--- src/sv/u8d_pkg.sv ---
package u8d_pkg;

  // Class of a byte as seen when no sequence is open.
  typedef enum logic [2:0] {
    KIND_ASCII,
    KIND_LEAD2,
    KIND_LEAD3,
    KIND_LEAD4,
    KIND_BAD
  } byte_kind_t;

  // One classified byte as it travels from front to back.
  typedef struct packed {
    byte_kind_t  kind;
    logic [7:0]  data;
  } u8d_item_t;

  localparam int unsigned CP_W       = 21;
  localparam int unsigned QUEUE_DEPTH = 2;
  localparam int unsigned QPTR_W     = 1;
  localparam int unsigned QCNT_W     = 2;

endpackage

--- src/sv/u8d_front.sv ---
module u8d_front
  import u8d_pkg::*;
(
  input  logic       rst,
  input  logic       in_valid,
  output logic       in_ready,
  input  logic [7:0] in_byte,
  input  logic       q_full,
  output logic       push,
  output u8d_item_t  item
);

  // Take a byte whenever the queue has room and reset is low.
  assign in_ready = !q_full && !rst;
  assign push     = in_valid && in_ready;

  // Classify the byte by its run of leading one bits.
  always_comb begin
    item.data = in_byte;
    case (in_byte) inside
      [8'h00:8'h7F]: item.kind = KIND_ASCII;
      [8'hC0:8'hDF]: item.kind = KIND_LEAD2;
      [8'hE0:8'hEF]: item.kind = KIND_LEAD3;
      [8'hF0:8'hF7]: item.kind = KIND_LEAD4;
      default:       item.kind = KIND_BAD;
    endcase
  end

endmodule

--- src/sv/u8d_queue.sv ---
module u8d_queue
  import u8d_pkg::*;
(
  input  logic      clk,
  input  logic      rst,
  input  logic      push,
  input  u8d_item_t push_item,
  output logic      full,
  input  logic      pop,
  output logic      q_valid,
  output u8d_item_t q_item
);

  u8d_item_t          entries [QUEUE_DEPTH];
  logic [QPTR_W-1:0]  wr_ptr;
  logic [QPTR_W-1:0]  rd_ptr;
  logic [QCNT_W-1:0]  count;

  assign full    = (count == QCNT_W'(QUEUE_DEPTH));
  assign q_valid = (count != '0);
  assign q_item  = entries[rd_ptr];

  // Pointer and fill count update.
  always_ff @(posedge clk) begin
    if (rst) begin
      wr_ptr <= '0;
      rd_ptr <= '0;
      count  <= '0;
    end else begin
      if (push) begin
        wr_ptr <= wr_ptr + QPTR_W'(1);
      end
      if (pop) begin
        rd_ptr <= rd_ptr + QPTR_W'(1);
      end
      if (push && !pop) begin
        count <= count + QCNT_W'(1);
      end else if (pop && !push) begin
        count <= count - QCNT_W'(1);
      end
    end
  end

  // Entry storage.
  always_ff @(posedge clk) begin
    if (push) begin
      entries[wr_ptr] <= push_item;
    end
  end

endmodule

--- src/sv/u8d_back.sv ---
module u8d_back
  import u8d_pkg::*;
(
  input  logic            clk,
  input  logic            rst,
  input  logic            q_valid,
  input  u8d_item_t       q_item,
  output logic            pop,
  output logic            out_valid,
  input  logic            out_ready,
  output logic [CP_W-1:0] code_point,
  output logic            bad_lead
);

  logic [1:0]      bytes_left;
  logic [CP_W-1:0] accumulator;
  logic [1:0]      bytes_left_next;
  logic [CP_W-1:0] accumulator_next;
  logic            emit;
  logic [CP_W-1:0] cp_next;
  logic            bad_next;

  // Take the next byte when the output register is free or being drained.
  assign pop = q_valid && (!out_valid || out_ready);

  // Sequence state update and result for the byte at the queue head.
  always_comb begin
    bytes_left_next  = bytes_left;
    accumulator_next = accumulator;
    emit             = 1'b0;
    cp_next          = CP_W'(q_item.data);
    bad_next         = 1'b0;
    if (bytes_left != 2'd0) begin
      accumulator_next = {accumulator[CP_W-7:0], q_item.data[5:0]};
      bytes_left_next  = bytes_left - 2'd1;
      emit             = (bytes_left == 2'd1);
      cp_next          = accumulator_next;
    end else begin
      case (q_item.kind)
        KIND_ASCII: begin
          emit = 1'b1;
        end
        KIND_LEAD2: begin
          accumulator_next = CP_W'(q_item.data[4:0]);
          bytes_left_next  = 2'd1;
        end
        KIND_LEAD3: begin
          accumulator_next = CP_W'(q_item.data[3:0]);
          bytes_left_next  = 2'd2;
        end
        KIND_LEAD4: begin
          accumulator_next = CP_W'(q_item.data[2:0]);
          bytes_left_next  = 2'd3;
        end
        default: begin
          emit     = 1'b1;
          bad_next = 1'b1;
        end
      endcase
    end
  end

  // Sequence state and output register.
  always_ff @(posedge clk) begin
    if (rst) begin
      bytes_left  <= '0;
      accumulator <= '0;
      out_valid   <= 1'b0;
    end else if (pop) begin
      bytes_left  <= bytes_left_next;
      accumulator <= accumulator_next;
      out_valid   <= emit;
    end else if (out_ready) begin
      out_valid   <= 1'b0;
    end
  end

  // Result payload.
  always_ff @(posedge clk) begin
    if (pop && emit) begin
      code_point <= cp_next;
      bad_lead   <= bad_next;
    end
  end

endmodule

--- src/sv/utf8_stream_decoder_top.sv ---
// UTF-8 stream decoder.
// Input channel: one byte of a UTF-8 stream per request on in_byte, with
// in_valid / in_ready. Output channel: one decoded code point per request on
// code_point, with bad_lead set for a stray continuation byte or a lead byte
// of 0xF8 to 0xFF (code_point then holds the raw byte), with out_valid /
// out_ready.
// A multi-byte sequence gives one result when its last byte arrives; the
// earlier bytes give none. Bytes in continuation position are not checked.
// Throughput is one byte per cycle while the queue has room. A byte that
// completes a result is written into the two-entry queue when it is accepted
// and moves into the output register once it is at the queue head and the
// output register is free or being drained.
// When the receiver stalls, the output register holds its result and the
// queue fills; in_ready drops once both queue entries are taken.
// Reset clears the open sequence, empties the queue and drops out_valid;
// in_ready is low while rst is high.
module utf8_stream_decoder_top
  import u8d_pkg::*;
(
  input  logic            clk,
  input  logic            rst,
  input  logic            in_valid,
  output logic            in_ready,
  input  logic [7:0]      in_byte,
  output logic            out_valid,
  input  logic            out_ready,
  output logic [CP_W-1:0] code_point,
  output logic            bad_lead
);

  logic      q_full;
  logic      push;
  u8d_item_t push_item;
  logic      pop;
  logic      q_valid;
  u8d_item_t q_item;

  // Classifier on the input side.
  u8d_front u_front (
    .rst      (rst),
    .in_valid (in_valid),
    .in_ready (in_ready),
    .in_byte  (in_byte),
    .q_full   (q_full),
    .push     (push),
    .item     (push_item)
  );

  // Queue between classifier and sequence unit.
  u8d_queue u_queue (
    .clk       (clk),
    .rst       (rst),
    .push      (push),
    .push_item (push_item),
    .full      (q_full),
    .pop       (pop),
    .q_valid   (q_valid),
    .q_item    (q_item)
  );

  // Sequence unit with the output register.
  u8d_back u_back (
    .clk        (clk),
    .rst        (rst),
    .q_valid    (q_valid),
    .q_item     (q_item),
    .pop        (pop),
    .out_valid  (out_valid),
    .out_ready  (out_ready),
    .code_point (code_point),
    .bad_lead   (bad_lead)
  );

endmodule

--- config.mk ---
export PLATFORM = sky130hd
export DESIGN_NAME = utf8_stream_decoder_top
export DESIGN_NICKNAME = d
export VERILOG_FILES = /design/src/sv/u8d_pkg.sv /design/src/sv/u8d_front.sv /design/src/sv/u8d_queue.sv /design/src/sv/u8d_back.sv /design/src/sv/utf8_stream_decoder_top.sv
export SDC_FILE = /design/constraint.sdc
export NUM_CORES = 1
export LEC_CHECK = 0
export ABC_AREA = 1
export BUFFER_PORTS_ARGS = -buffer_cell sky130_fd_sc_hd__buf_4
export CAP_MARGIN = 25
export CORE_ASPECT_RATIO = 1.5
export CORE_MARGIN = 4
export CORE_UTILIZATION = 61
export DETAILED_ROUTE_END_ITERATION = 8
export HOLD_SLACK_MARGIN = 0.05
export MAX_ROUTING_LAYER = met4
export PLACE_DENSITY_LB_ADDON = 0.15
export SLEW_MARGIN = 20
export SYNTH_ARGS = -nofsm -noshare
export SYNTH_HDL_FRONTEND = slang
export SYNTH_SLANG_ARGS = --single-unit
--- constraint.sdc ---
create_clock -name clk -period 5.4 [get_ports clk]
set_clock_uncertainty 0.1 [all_clocks]
set_input_delay 1.08 -clock clk [delete_from_list [all_inputs] [get_ports clk]]
set_output_delay 1.08 -clock clk [all_outputs]
set_load 0.005 [all_outputs]
==> flow_summary.json <==
{
  "dr.pass1.iters": 4,
  "grt_pass1_vias": 1762,
  "htree_num_levels": 3,
  "hold_slack_ns": 0.360,
  "gp_congestion": 0.772,
  "clk_pin_slew_worst_paths_ns": 0.07,
  "pin_count": 36,
  "clock-sinks": 67,
  "portBuffers": 35,
  "antenna_found_initial": 0,
  "fin_area_um2": 3140,
  "rsz0062_at_grt": "no",
  "critical_path_class": "input pin to primary output",
  "crit_path_start_kind": "input pin",
  "grt_pass1_wl_um": 7720,
  "placedCellCount": 334,
  "yosysWarnings": 0,
  "die_area_um2": 5600,
  "r2r_slack_ns": 2.91,
  "synth.avg_cell_area_um2": 10.4,
  "period_share_pct": 51.3,
  "yosys-top-cells-count": "64 x nand2_1, 44 x edfxtp_1, 30 x inv_1, 29 x nor2_1, 23 x dfxtp_1",
  "setup_tns_ns": 0,
  "grt_util_all_layers_pct": 18.3,
  "rr_startpoint": "u_back.bytes_left[0]",
  "end_kind": "primary output",
  "diodes": 0,
  "leakagePower_nw": 1.25,
  "min_path_cells": 1,
  "synth-seq-cells": 67,
  "core_um2": 4280,
  "syn_nets": 274,
  "yosys-top-cells-area": "edfxtp_1 49%, dfxtp_1 17%, nand2_1 8.8%, inv_1 4.1%, nor2_1 4.0%",
  "hold_class": "register to register",
  "crit_top_cell": "buf_4",
  "drtIter0Drc": 34,
  "via_count": 1778,
  "reg2regPathDepth": 6,
  "start_util_pct": 63.4,
  "yosysMostFrequentCell": "nand2_1",
  "crit_required_ns": 4.22,
  "setup_viol": 0,
  "seq_area_frac_synth_pct": 65.6,
  "syn_area_um2": 2720,
  "cts-root-buf": "clkbuf_8",
  "netlist.area_leader.share_pct": 48.7,
  "relSlewSlack_pct": 38.6,
  "drv_cap": 0,
  "synth_top_area_cell": "edfxtp_1",
  "p_per_area_nw_per_um2": 531,
  "drive_above_1_share_pct": 26.3,
  "cts_resized": 0,
  "placedInstanceArea_um2": 2970,
  "cts_tree": "done",
  "viasPerCell": 5.08,
  "ir_drop_v": 0.000363,
  "finalCriticalPeriod_ns": 2.77,
  "grt_max_degree": 23,
  "ctsHoldBuffers": 0,
  "finalCoreUtilization_pct": 73.3,
  "slowest_delay_ns": 0.19,
  "timing.critical_path.cells": "buf_4 > a21oi_1 > buf_4",
  "outcome": "finished, final reports clean",
  "wirelength_um": 4430,
  "maxSlewViolCount": 0,
  "endpoint": "in_ready",
  "hold_violations": 0,
  "crit_slowest_cell": "buf_4",
  "synth.distinct_cells": 24,
  "synth-main-ff-cell": "edfxtp_1",
  "drc": 0,
  "layout.cells.non_filler": 350,
  "syn2layout_area_growth_pct": 15.7,
  "clock_latency_ns": 0.34,
  "die_y_um": 89.7,
  "r2r_end": "u_back.code_point[14]",
  "rows": 29,
  "async_reset_ff_share_pct": 0,
  "gr-total-overflow": 0,
  "postSynthCellCount": 261,
  "fin_nets": 312,
  "numCtsBuffers": 9,
  "fmax_mhz": 361,
  "dp_hpwl_um": 3160,
  "worstMarginPinSlew_ns": 0.920,
  "die_w_um": 62.5,
  "drtAntennaViolNets": 0,
  "synth_edf_count": 44,
  "startpoint": "rst",
  "cp_max_fo": 17,
  "post_cts_buffers": 0,
  "crit_arrival_ns": 1.59,
  "wl_per_cell_um": 12.7,
  "clk_path_buf_depth": 2
}
==> worst min-delay path by stage <==
| stage | start | endpoint | slack, ns |
|---|---|---|---|
| after floorplan | u_queue.rd_ptr | register | 0.33 |
| after global routing | u_back.accumulator[9] | u_back.accumulator[9] | 0.38 |
| after detailed placement | u_queue.rd_ptr | register | 0.34 |
| after CTS | u_queue.rd_ptr | u_queue.rd_ptr | 0.36 |
| final | u_queue.rd_ptr | u_queue.rd_ptr | 0.36 |
| after global placement | u_queue.rd_ptr | u_queue.rd_ptr | 0.33 |
==> final cells by class <==
cell class | instances | area (um2)
Sequential cell | 67 | 1780
Timing Repair Buffer | 35 | 263
Clock inverter | 7 | 43.8
Inverter | 34 | 128
Tap cell | 46 | 57.6
Fill cell | 330 | 1140
Multi-Input combinational cell | 152 | 743
Clock buffer | 9 | 124
==> metrics by stage <==
stage / setup WS, ns / total power, mW
after floorplan: 2.81 / 1.17
final: 2.63 / 1.67
after global placement: 2.49 / 1.32
after global routing: 2.59 / 1.79
after detailed placement: 2.41 / 1.34
after CTS: 2.63 / 1.69
==> sequential cells by signal, summed over array words and instances (netlist names), named ones only <==
| name | cells |
|---|---|
| u_back.accumulator | 15 |
| u_back.bad_lead | 1 |
| u_back.bytes_left | 2 |
| u_back.code_point | 21 |
| u_back.out_valid | 1 |
| u_queue.count | 2 |
| u_queue.entries | 22 |
| u_queue.rd_ptr | 1 |
| u_queue.wr_ptr | 1 |
==> worst max-delay path: cells and delay by family <==
family,cells,cell delay (ns)
buffers and inverters,2,0.33
AO/OA/AOI/OAI,1,0.18
==> cells by family (layout without fill, tap and decap cells) <==
family,count (synthesis),count (layout),synth area share [%]
and+or+nand+nor,116,116,18.7
buffers and inverters,42,85,7.00
adders and majority gates,1,1,0.461
DFF,67,67,65.6
AOI/OAI and AO/OA,34,34,7.88
xor gates and xnor gates,1,1,0.323
==> routing by layer <==
layer	part of all wire, %	vias up	GRT usage (%)	wire length [um]
li1	-	918	-	-
met1	38	816	17.5	1680
met2	56	38	33.0	2460
met3	4.8	6	5.24	212
met4	1.6	0	8.84	72
met5	0	-	-	0
==> cells in the final DEF (no fill, tap or decap), drive strengths merged <==
master / Yosys / final
nand2: 75 / 75
xor2: 1 / 1
buf: 8 / 35
a21oi: 21 / 21
a211oi: 1 / 1
nand3b: 1 / 1
clkbuf: 0 / 9
o21ai: 12 / 12
nor3b: 1 / 1
inv: 34 / 35
edfxtp: 44 / 44
nand3: 8 / 8
ha: 1 / 1
dfxtp: 23 / 23
clkinv: 0 / 4
nor2: 31 / 31
clkinvlp: 0 / 2
==> power by group <==
part,internal (mW),switching (mW)
clock,0.164,0.186
combinational,0.197,0.341
sequential,0.716,0.0627
total,1.08,0.589
No activity file was read; power rests on OpenSTA's default activity.
